$ cat config.mk
export PLATFORM = sky130hd
export DESIGN_NAME = cpd_servo
export DESIGN_NICKNAME = d
export VERILOG_FILES = /design/src/rtl/cascaded_pd_attitude_altitude_control_top_defines.svh /design/src/rtl/cpd_pkg.sv /design/src/rtl/cpd_servo.sv
export SDC_FILE = /design/constraint.sdc
export NUM_CORES = 1
export LEC_CHECK = 0
export ABC_AREA = 1
export BUFFER_PORTS_ARGS = -buffer_cell sky130_fd_sc_hd__buf_2
export CAP_MARGIN = 30
export CORE_UTILIZATION = 55
export DETAILED_ROUTE_END_ITERATION = 8
export GPL_ROUTABILITY_DRIVEN = 0
export PLACE_DENSITY = 0.73
export SYNTH_ARGS = -nofsm -noshare
export SYNTH_HDL_FRONTEND = slang
export SYNTH_SLANG_ARGS = --single-unit
export TNS_END_PERCENT = 30
$ cat constraint.sdc
create_clock -name clk_i -period 7.28 [get_ports clk_i]
set_clock_uncertainty 0.15 [all_clocks]
set_input_delay 0.364 -clock clk_i [delete_from_list [all_inputs] [get_ports clk_i]]
set_output_delay 0.364 -clock clk_i [all_outputs]
set_load 0.02 [all_outputs]
$ cat src/rtl/cascaded_pd_attitude_altitude_control_top_defines.svh
// ----------------------------------------------------------------------------
// Assertion macros for the cascaded PD autopilot
// Clocked on clk_i and held off while rst_ni is low.
// ----------------------------------------------------------------------------
`ifndef CASCADED_PD_ATTITUDE_ALTITUDE_CONTROL_TOP_DEFINES_SVH
`define CASCADED_PD_ATTITUDE_ALTITUDE_CONTROL_TOP_DEFINES_SVH

// same-cycle implication
`define CPD_ASSERT_NOW(lbl, ante, cons, msg) \
  lbl: assert property (@(posedge clk_i) disable iff (!rst_ni) (ante) |-> (cons)) \
    else $error(msg);

// next-cycle implication
`define CPD_ASSERT_NEXT(lbl, ante, cons, msg) \
  lbl: assert property (@(posedge clk_i) disable iff (!rst_ni) (ante) |=> (cons)) \
    else $error(msg);

`endif

$ cat src/rtl/cpd_pkg.sv
// ----------------------------------------------------------------------------
// cpd_pkg
// Shared constants and types of the cascaded PD autopilot.
// ----------------------------------------------------------------------------
package cpd_pkg;

  // Q3.12 angle constants
  localparam int PI_Q12          = 12868;
  localparam int TWO_PI_Q12      = 25736;
  localparam int PITCH_LIMIT_Q12 = 3574;
  // Q1.14 full scale
  localparam int SERVO_ONE       = 16384;

  localparam int NUM_REGS = 8;

  // default tuning
  localparam int ELEV_OFFSET_DEF     = 0;
  localparam int AIL_OFFSET_DEF      = 0;
  localparam int ROLL_LIMIT_DEG_DEF  = 45;
  localparam int INVERT_ELEVATOR_DEF = 1;
  localparam int INVERT_AILERON_DEF  = 1;

  // register indexes
  typedef enum logic [2:0] {
    REG_ALT_P     = 3'd0,
    REG_ALT_D     = 3'd1,
    REG_PITCH_P   = 3'd2,
    REG_PITCH_D   = 3'd3,
    REG_HEADING_P = 3'd4,
    REG_HEADING_D = 3'd5,
    REG_ROLL_P    = 3'd6,
    REG_ROLL_D    = 3'd7
  } reg_idx_e;

  // stage advance strobes of the servo back end
  typedef struct packed {
    logic diff;
    logic mult;
    logic sum;
  } servo_en_t;

endpackage

$ cat src/rtl/cpd_servo.sv
// ----------------------------------------------------------------------------
// cpd_servo
// Inner PD loop: setpoint error times P gain, minus damping product, plus
// trim; rounded to Q1.14, saturated to +-1, optionally negated. 3 stages.
// ----------------------------------------------------------------------------
module cpd_servo #(
  parameter int TRIM   = cpd_pkg::ELEV_OFFSET_DEF,
  parameter int INVERT = cpd_pkg::INVERT_ELEVATOR_DEF
) (
  input  logic                clk_i,
  input  cpd_pkg::servo_en_t  en_i,
  input  logic signed [13:0]  sp_i,      // clamped setpoint, Q3.12
  input  logic signed [15:0]  meas_i,    // measured angle, Q3.12
  input  logic signed [15:0]  kp_i,      // P gain, Q8.8
  input  logic signed [31:0]  d_prod_i,  // D gain times rate
  output logic signed [15:0]  cmd_o,     // servo command, Q1.14
  output logic signed [13:0]  sp_o       // setpoint aligned with cmd_o
);

  localparam logic signed [35:0] TrimTerm = 36'(TRIM * 64 + 32);

  logic signed [16:0] diff_q;
  logic signed [31:0] dprod_a_q, dprod_b_q;
  logic signed [13:0] sp_a_q, sp_b_q, sp_c_q;
  logic signed [32:0] prod_d, prod_q;
  logic signed [35:0] acc;
  logic signed [35:0] shifted;
  logic signed [15:0] sat;
  logic signed [15:0] cmd_d, cmd_q;

  assign prod_d  = 33'(kp_i) * 33'(diff_q);
  assign acc     = 36'(prod_q) - 36'(dprod_b_q) + TrimTerm;
  assign shifted = acc >>> 6;

  always_comb begin
    if (shifted > 36'(cpd_pkg::SERVO_ONE)) begin
      sat = 16'(cpd_pkg::SERVO_ONE);
    end else if (shifted < -36'(cpd_pkg::SERVO_ONE)) begin
      sat = -16'(cpd_pkg::SERVO_ONE);
    end else begin
      sat = shifted[15:0];
    end
    cmd_d = (INVERT > 0) ? sat : -sat;
  end

  always_ff @(posedge clk_i) begin
    if (en_i.diff) begin
      diff_q    <= 17'(sp_i) - 17'(meas_i);
      dprod_a_q <= d_prod_i;
      sp_a_q    <= sp_i;
    end
    if (en_i.mult) begin
      prod_q    <= prod_d;
      dprod_b_q <= dprod_a_q;
      sp_b_q    <= sp_a_q;
    end
    if (en_i.sum) begin
      cmd_q     <= cmd_d;
      sp_c_q    <= sp_b_q;
    end
  end

  assign cmd_o = cmd_q;
  assign sp_o  = sp_c_q;

endmodule
==> results of run 1 <==
-- final cells by class --
| class | instances | area [µm²] |
|---|---|---|
| Clock buffer | 17 | 425 |
| Inverter | 647 | 2430 |
| Clock inverter | 14 | 156 |
| Sequential cell | 172 | 5160 |
| Timing Repair Buffer | 163 | 1070 |
| Tap cell | 461 | 577 |
| Multi-Input combinational cell | 1396 | 12000 |
| Fill cell | 2957 | 13700 |
-- cell families after synthesis --
kind of cell | synth area share
flip-flops | 0.261
buffers and inverters | 0.134
AO/OA/AOI/OAI | 0.0407
AND/OR/NAND/NOR | 0.153
adder cells (fa/ha/maj) | 0.384
XOR/XNOR | 0.0270
-- state kept, by name, summed over array words and instances (netlist names) --
register and flops:
prod_q 33, dprod_a_q 32, dprod_b_q 32, diff_q 17
cmd_o 16, sp_a_q 14, sp_b_q 14, sp_o 14
-- placed cells by master, fill, tap and decap left out, types with 13 or more instances in the layout --
cell,synthesis,final
xor2_1,26,26
buf_2,0,109
dlygate4sd3_1,0,46
nor2_2,13,13
ha_1,164,164
edfxtp_1,172,172
nand3_1,51,51
clkbuf_16,0,17
a21oi_1,71,71
inv_1,643,643
o21ai_0,22,22
nor3_1,15,15
nand2_1,558,558
xnor2_1,35,35
nor2_1,86,86
fa_1,277,277
-- worst min-delay path by stage --
stage / cells past startpoint / endpoint / startpoint / slack (ps)
final: 3 / diff_q[0]$_DFFE_PP_ / meas_i[0] / 140
after global routing: 3 / diff_q[0]$_DFFE_PP_ / meas_i[0] / 140
after CTS: 3 / diff_q[0]$_DFFE_PP_ / meas_i[0] / 110
after detailed placement: 0 / dprod_b_q[1]$_DFFE_PP_ / dprod_a_q[1]$_DFFE_PP_ / 260
after global placement: 0 / sp_o[0]$_DFFE_PP_ / sp_b_q[0]$_DFFE_PP_ / 250
after floorplan: 0 / dprod_b_q[0]$_DFFE_PP_ / dprod_a_q[0]$_DFFE_PP_ / 250
-- tightest hold or removal path: stages --
cell	delay (ps)
buf_2	80
ha_1	110
inv_1	30
-- stage by stage --
stage	area [µm²]	worst slack [ps]	hold slack (ps)
2_1_floorplan	19800	1070	250
3_3_place_gp	20700	878	251
3_5_place_dp	20700	760	255
4_1_cts	21800	740	113
5_1_grt	21800	366	144
6_report	21800	716	137
-- per-layer routing --
metal	up-vias	global-route usage	wire (µm)
li1	6999	-	-
met1	7033	0.315	18100
met2	552	0.453	21700
met3	94	0.0484	3020
met4	0	0.0836	1200
met5	-	0	0
-- what timing repair did --
action                                 4_1_cts  5_1_grt
resized for setup                            0        0
endpoints found under the hold margin       46        0
hold buffers                                46        0
==> flow_metrics.env, run 1 <==
export IMPL_cp_depth=18
export IMPL_yosysUniqueCellTypes=40
export IMPL_synthCells=2274
export IMPL_setup_violations=0
export IMPL_hp_class="input pin to flop"
export IMPL_synth_seq_cells=172
export IMPL_clock_sinks=172
export IMPL_ys_seq_area_frac=0.261
export IMPL_synthTopCellsByArea="fa_1 28%, edfxtp_1 26%, inv_1 12%, nand2_1 11%, ha_1 10%"
export IMPL_die_w_um=192
export IMPL_drc=0
export IMPL_cts_setup_buffers=0
export IMPL_core_area_mm2=0.0355
export IMPL_ys_top_cells_by_count="643 x inv_1, 558 x nand2_1, 277 x fa_1"
export IMPL_wl_per_cell_um=15.4
export IMPL_grt_max_degree=65
export IMPL_via_count=14700
export IMPL_initial_core_util=0.558
export IMPL_path_max_fanout=16
export IMPL_fin_nets=2920
export IMPL_tns_ps=0
export IMPL_core_rowCount=69
export IMPL_grt_pass1_wl_mm=72.7
export IMPL_relSlewSlack=0.362
export IMPL_cts_root_buf="clkbuf_16"
export IMPL_path_cells="nand2_1 > inv_1 > fa_1 > fa_1 > fa_1 > fa_1 > fa_1 > inv_1 > fa_1 > inv_1 > ha_1 > nand2_1 > nor4_1 > nand3_1 > nand3_1 > a31o_2 > a21oi_1 > xnor2_1"
export IMPL_path_clk_slew_ps=70
export IMPL_cts_tree="done"
export IMPL_maxCapViolCount=0
export IMPL_port_buffers=111
export IMPL_cp_end_kind="flop"
export IMPL_drt_pass1_iterations=6
export IMPL_grt_pass1_vias=15200
export IMPL_crit_path_end="prod_q[29]$_DFFE_PP_"
export IMPL_startpoint="diff_q[16]$_DFFE_PP_"
export IMPL_cp_arrival_ps=6610
export IMPL_fmax_ghz=0.152
export IMPL_slew_viol_final=0
export IMPL_postLayoutCoreUtil=0.614
export IMPL_async_flop_share=0
export IMPL_area_growth_pct=10.1
export IMPL_cp_start_kind="flop"
export IMPL_ant_nets=0
export IMPL_clk_latency_ps=460
export IMPL_synthMostInstantiatedCell="inv_1"
export IMPL_synth_top_area_frac=0.280
export IMPL_drive_gt1_frac=0.0756
export IMPL_numCtsBuffers=17
export IMPL_cts_max_path_buffers=2
export IMPL_place_inst=2793
export IMPL_gr_usage_all_layers=0.256
export IMPL_diodes=0
export IMPL_rrSetupSlack_ps=720
export IMPL_period_share=0.902
export IMPL_htree_levels=4
export IMPL_dieArea_mm2=0.0368
export IMPL_crit_type="flop to flop"
export IMPL_cp_common_cell="fa_1"
export IMPL_ys_flop_type="edfxtp_1"
export IMPL_yosysTopAreaCell="fa_1"
export IMPL_worst_slew_pin_slew_ps=956
export IMPL_rr_endpoint="prod_q[29]$_DFFE_PP_"
export IMPL_synth_area_mm2=0.0198
export IMPL_synth_warnings=0
export IMPL_rr_worst_depth=18
export IMPL_drt_initial_drc_count=1165
export IMPL_crit_slowest_cell="fa_1"
export IMPL_synth_edf_count=172
export IMPL_status="finished clean"
export IMPL_pin_count=112
export IMPL_grt_antenna_before_repair=0
export IMPL_instances_no_fill=2870
export IMPL_vias_per_cell=5.11
export IMPL_crit_family="adder cells"
export IMPL_path_buf_inv=3
export IMPL_cp_slowest_stage_delay_ps=840
export IMPL_syn_avg_cell_area_um2=8.71
export IMPL_fp_dieH_um=192
export IMPL_grt_remaining_overflow=0
export IMPL_wirelength_mm=44.1
export IMPL_post_route_min_period_ps=6560
export IMPL_rsz0062_at_grt="no"
export IMPL_finalHoldViolations=0
export IMPL_hpwlAfterDp_mm=35.4
export IMPL_rr_startpoint="diff_q[16]$_DFFE_PP_"
export IMPL_cp_required_ps=7330
export IMPL_syn_nets=2797
Power of run 1 is left out: the tool's default activity adds up to more than one toggle a clock period on the data nets, which glitch-free logic cannot reach.
==> inputs of run 2 (changes only) <==
--- a/config.mk
+++ b/config.mk
@@ -8,10 +8,12 @@
 export ABC_AREA = 1
 export BUFFER_PORTS_ARGS = -buffer_cell sky130_fd_sc_hd__buf_2
 export CAP_MARGIN = 30
-export CORE_UTILIZATION = 55
+export CELL_PAD_IN_SITES_DETAIL_PLACEMENT = 0
+export CELL_PAD_IN_SITES_GLOBAL_PLACEMENT = 2
+export CORE_UTILIZATION = 40
 export DETAILED_ROUTE_END_ITERATION = 8
 export GPL_ROUTABILITY_DRIVEN = 0
-export PLACE_DENSITY = 0.73
+export PLACE_DENSITY = 0.88
 export SYNTH_ARGS = -nofsm -noshare
 export SYNTH_HDL_FRONTEND = slang
 export SYNTH_SLANG_ARGS = --single-unit
==> flow_metrics.env, run 2 (synthesis gave the netlist of run 1 again) <==
export IMPL_cp_start_kind="flop"
export IMPL_vias_per_cell=4.63
export IMPL_largest_reg_flops=33
export IMPL_post_route_min_period_ps=6550
export IMPL_grt_pass1_vias=15000
export IMPL_port_buffers=111
export IMPL_clk_latency_ps=470
export IMPL_cp_end_kind="flop"
export IMPL_layout_setup_ws_ps=727
export IMPL_drc=0
export IMPL_drt_pass1_iterations=7
export IMPL_path_max_fanout=16
export IMPL_grt_max_degree=66
export IMPL_ant_nets=0
export IMPL_rr_endpoint="prod_q[29]$_DFFE_PP_"
export IMPL_core_rowCount=81
export IMPL_area_growth_pct=11.9
export IMPL_crit_slowest_cell="fa_1"
export IMPL_wirelength_mm=47.3
export IMPL_die_w_um=224
export IMPL_place_ws_ps=697
export IMPL_drive_gt1_frac=0.0774
export IMPL_via_count=14200
export IMPL_clock_sinks=172
export IMPL_mostFrequentLayoutCell="inv_1"
export IMPL_finalHoldViolations=0
export IMPL_hp_class="input pin to flop"
export IMPL_regMostFlops="prod_q"
export IMPL_setup_violations=0
export IMPL_initial_core_util=0.405
export IMPL_fmax_ghz=0.153
export IMPL_tns_ps=0
export IMPL_cp_arrival_ps=6620
export IMPL_path_clk_slew_ps=70
export IMPL_gr_usage_all_layers=0.200
export IMPL_dieArea_mm2=0.0504
export IMPL_grt_remaining_overflow=0
export IMPL_status="finished clean"
export IMPL_rr_worst_depth=18
export IMPL_multi_input_area_mm2=0.0120
export IMPL_reg_largest_list="prod_q x33, dprod_a_q x32, dprod_b_q x32"
export IMPL_cts_setup_buffers=0
export IMPL_numCtsBuffers=17
export IMPL_cts_tree="done"
export IMPL_layout_common_cells="643 x inv_1, 558 x nand2_1, 277 x fa_1, 172 x edfxtp_1, 164 x ha_1"
export IMPL_wl_per_cell_um=15.4
export IMPL_htree_levels=4
export IMPL_crit_type="flop to flop"
export IMPL_cp_slowest_stage_delay_ps=820
export IMPL_nFillCells=4820
export IMPL_cp_common_cell="fa_1"
export IMPL_cts_root_buf="clkbuf_16"
export IMPL_fin_nets=2927
export IMPL_fp_dieH_um=224
export IMPL_core_area_mm2=0.0488
export IMPL_worst_slew_pin_slew_ps=882
export IMPL_area_sequential_mm2=0.00516
export IMPL_grt_pass1_wl_mm=77.1
export IMPL_period_share=0.900
export IMPL_rrSetupSlack_ps=730
export IMPL_rsz0062_at_grt="no"
export IMPL_grt_antenna_before_repair=0
export IMPL_path_cells="nand2_1 > inv_1 > fa_1 > fa_1 > fa_1 > fa_1 > fa_1 > inv_1 > fa_1 > inv_1 > ha_1 > nand2_1 > nor4_1 > nand3_1 > nand3_1 > a31o_2 > a21oi_1 > xnor2_1"
export IMPL_drt_initial_drc_count=671
export IMPL_startpoint="diff_q[16]$_DFFE_PP_"
export IMPL_cp_required_ps=7350
export IMPL_maxCapViolCount=0
export IMPL_relSlewSlack=0.412
export IMPL_pin_count=112
export IMPL_hpwlAfterDp_mm=38.8
export IMPL_rr_startpoint="diff_q[16]$_DFFE_PP_"
export IMPL_diodes=0
export IMPL_cts_max_path_buffers=2
export IMPL_slew_viol_final=0
export IMPL_crit_path_end="prod_q[29]$_DFFE_PP_"
[run 2: changes by cell type in the layout (fill, tap and decap cells not counted)]
| cell | previous run | this run |
|---|---|---|
| buf_16 | 0 | 1 |
| buf_4 | 8 | 14 |
| bufinv_16 | 2 | 4 |
| clkbuf_1 | 0 | 1 |
| clkinv_2 | 2 | 0 |
| clkinv_4 | 1 | 0 |
| inv_8 | 1 | 0 |
[run 2: area by class of cell]
cell class / count / area share
Clock inverter: 12 / 0.00842
Multi-Input combinational cell: 1396 / 0.540
Tap cell: 664 / 0.0375
Timing Repair Buffer: 170 / 0.0514
Sequential cell: 172 / 0.233
Clock buffer: 18 / 0.0194
Inverter: 647 / 0.110
[run 2: worst min-delay path by stage]
stage	from	end	slack, ps	cells past startpoint
floorplan	dprod_a_q[0]$_DFFE_PP_	dprod_b_q[0]$_DFFE_PP_	250	0
global placement	sp_b_q[10]$_DFFE_PP_	sp_o[10]$_DFFE_PP_	250	0
detailed placement	dprod_a_q[9]$_DFFE_PP_	dprod_b_q[9]$_DFFE_PP_	250	0
CTS	meas_i[0]	diff_q[0]$_DFFE_PP_	80	3
global route	meas_i[0]	diff_q[0]$_DFFE_PP_	130	3
finish	meas_i[0]	diff_q[0]$_DFFE_PP_	130	3
[run 2: metrics by stage]
step | hold WS, ps | cell area (µm²) | util | instances
2_1_floorplan | 250 | 19800 | - | 2274
3_3_place_gp | 251 | 21000 | 0.431 | 3002
3_5_place_dp | 255 | 21000 | 0.431 | 3002
4_1_cts | 84.6 | 22100 | 0.453 | 3078
5_1_grt | 128 | 22200 | 0.453 | 3079
6_report | 129 | 22200 | 0.453 | 3079
[run 2: per-layer routing]
layer | vias to the layer above | wire [µm] | GRT usage | share of wire
met5 | - | 0 | 0 | 0
met4 | 0 | 1190 | 0.0669 | 0.025
met3 | 64 | 2100 | 0.0297 | 0.044
met2 | 323 | 22400 | 0.340 | 0.47
met1 | 6857 | 21600 | 0.260 | 0.46
li1 | 7003 | - | - | -
[run 2: worst max-delay path: cells and delay by family (launching register included)]
kind | cells | cell delay, ps
flops | 1 | 620
fa+ha+maj | 7 | 3910
buf+inv | 3 | 200
xor+xnor | 1 | 120
compound gates | 2 | 280
simple gates | 5 | 1030
[run 2: timing repair]
action	4_1_cts	5_1_grt
hold buffers	46	0
resized for setup	0	0
hold endpoints to repair	46	0
Power of run 2 is left out for the same reason.
==> inputs of run 3 (changes only) <==
--- a/config.mk
+++ b/config.mk
@@ -14,6 +14,7 @@
 export DETAILED_ROUTE_END_ITERATION = 8
 export GPL_ROUTABILITY_DRIVEN = 0
 export PLACE_DENSITY = 0.88
+export RECOVER_POWER = 50
 export SYNTH_ARGS = -nofsm -noshare
 export SYNTH_HDL_FRONTEND = slang
 export SYNTH_SLANG_ARGS = --single-unit
==> flow_metrics.env, run 3 (synthesis gave the netlist of run 1 again) <==
export IMPL_maxCapViolCount=2
export IMPL_clock_sinks=172
export IMPL_grt_antenna_before_repair=0
export IMPL_core_area_mm2=0.0488
export IMPL_finalHoldViolations=0
export IMPL_area_growth_pct=11.6
export IMPL_hp_start="meas_i[0]"
export IMPL_path_cells="nand2_1 > inv_1 > fa_1 > fa_1 > fa_1 > fa_1 > fa_1 > inv_1 > fa_1 > inv_1 > ha_1 > nand2_1 > nor4_1 > nand3_1 > nand3_1 > a31o_2 > a21oi_1 > xnor2_1"
export IMPL_grt_remaining_overflow=0
export IMPL_reg_largest_list="prod_q x33, dprod_a_q x32, dprod_b_q x32"
export IMPL_core_rowCount=81
export IMPL_regMostFlops="prod_q"
export IMPL_crit_slowest_cell="fa_1"
export IMPL_grt_pass1_vias=15000
export IMPL_ant_nets=0
export IMPL_wl_per_cell_um=15.4
export IMPL_dieArea_mm2=0.0504
export IMPL_crit_family="adder cells"
export IMPL_fin_nets=2927
export IMPL_initial_core_util=0.405
export IMPL_cp_slowest_stage_delay_ps=820
export IMPL_grt_max_degree=66
export IMPL_cp_start_kind="flop"
export IMPL_cp_required_ps=7350
export IMPL_rr_endpoint="prod_q[29]$_DFFE_PP_"
export IMPL_min_path_cells=3
export IMPL_hp_class="input pin to flop"
export IMPL_cts_tree="done"
export IMPL_cp_arrival_ps=6630
export IMPL_gr_usage_all_layers=0.200
export IMPL_wirelength_mm=47.4
export IMPL_htree_levels=4
export IMPL_fmax_ghz=0.152
export IMPL_diodes=0
export IMPL_rr_startpoint="diff_q[16]$_DFFE_PP_"
export IMPL_period_share=0.901
export IMPL_hold_end="diff_q[0]$_DFFE_PP_"
export IMPL_path_clk_slew_ps=70
export IMPL_port_buffers=111
export IMPL_layout_common_cells="643 x inv_1, 558 x nand2_1, 277 x fa_1, 172 x edfxtp_1, 164 x ha_1"
export IMPL_worst_slew_pin_slew_ps=2750
export IMPL_rsz0062_at_grt="no"
export IMPL_grt_pass1_wl_mm=77.1
export IMPL_fin_area_mm2=0.0221
export IMPL_drive_gt1_frac=0.0692
export IMPL_status="complete, but fails checks"
export IMPL_setup_violations=0
export IMPL_vias_per_cell=4.63
export IMPL_dpl_cell_area_mm2=0.0210
export IMPL_die_w_um=224
export IMPL_cp_end_kind="flop"
export IMPL_cts_setup_buffers=0
export IMPL_cts_root_buf="clkbuf_16"
export IMPL_cts_resized=0
export IMPL_via_count=14200
export IMPL_mostFrequentLayoutCell="inv_1"
export IMPL_postLayoutCoreUtil=0.452
export IMPL_clk_latency_ps=470
export IMPL_largest_reg_flops=33
export IMPL_hpwlAfterDp_mm=38.8
export IMPL_pin_count=112
export IMPL_path_max_fanout=16
export IMPL_rrSetupSlack_ps=720
export IMPL_cts_max_path_buffers=2
export IMPL_violations="capacitance limit, slew limit"
export IMPL_rr_worst_depth=18
export IMPL_holdBufCountCts=46
export IMPL_path_buf_inv=3
export IMPL_drt_pass1_iterations=6
export IMPL_cp_common_cell="fa_1"
export IMPL_slew_viol_final=76
export IMPL_fp_dieH_um=224
export IMPL_numCtsBuffers=17
export IMPL_tns_ps=0
export IMPL_post_route_min_period_ps=6560
export IMPL_crit_type="flop to flop"
export IMPL_relSlewSlack=-0.835
export IMPL_drt_initial_drc_count=696
export IMPL_drc=0
export IMPL_whs_ps=128
run 3: cell count changes in the layout (fill, tap and decap cells not counted), sizes merged:
cell / previous run / this run
clkbuf: 18 / 39
buf: 124 / 103
run 3: worst min-delay path: stages:
cell and delay [ps]:
buf_2 80, ha_1 110, inv_1 30
run 3: worst max path at each step:
stage,depth (start not counted),endpoint,start
after floorplan,20,prod_q[29]$_DFFE_PP_,kp_i[5]
after CTS,22,prod_q[32]$_DFFE_PP_,diff_q[16]$_DFFE_PP_
after global placement,23,prod_q[32]$_DFFE_PP_,kp_i[15]
after global routing,22,prod_q[32]$_DFFE_PP_,diff_q[16]$_DFFE_PP_
after detailed placement,23,prod_q[32]$_DFFE_PP_,kp_i[4]
final,18,prod_q[29]$_DFFE_PP_,diff_q[16]$_DFFE_PP_
run 3: routing by layer:
| layer | up-vias | wire length [µm] | global-route usage |
|---|---|---|---|
| met5 | - | 0 | 0 |
| met4 | 0 | 1200 | 0.0669 |
| met3 | 68 | 1950 | 0.0297 |
| met2 | 326 | 22500 | 0.340 |
| met1 | 6844 | 21800 | 0.260 |
| li1 | 7003 | - | - |
run 3: through the flow:
stage	setup WS (ps)	cells
after floorplan	1070	2274
after global placement	751	3002
after detailed placement	697	3002
after CTS	720	3078
after global routing	264	3079
final	720	3079
run 3: cell type report:
class	count	area, µm²
sequential	172	5160
clock inverter	12	186
tap	664	831
timing repair buffer	170	1090
multi-input combinational	1396	12000
clock buffer	18	429
inverter	647	2430
fill	4834	26800
Power of run 3 is left out for the same reason.
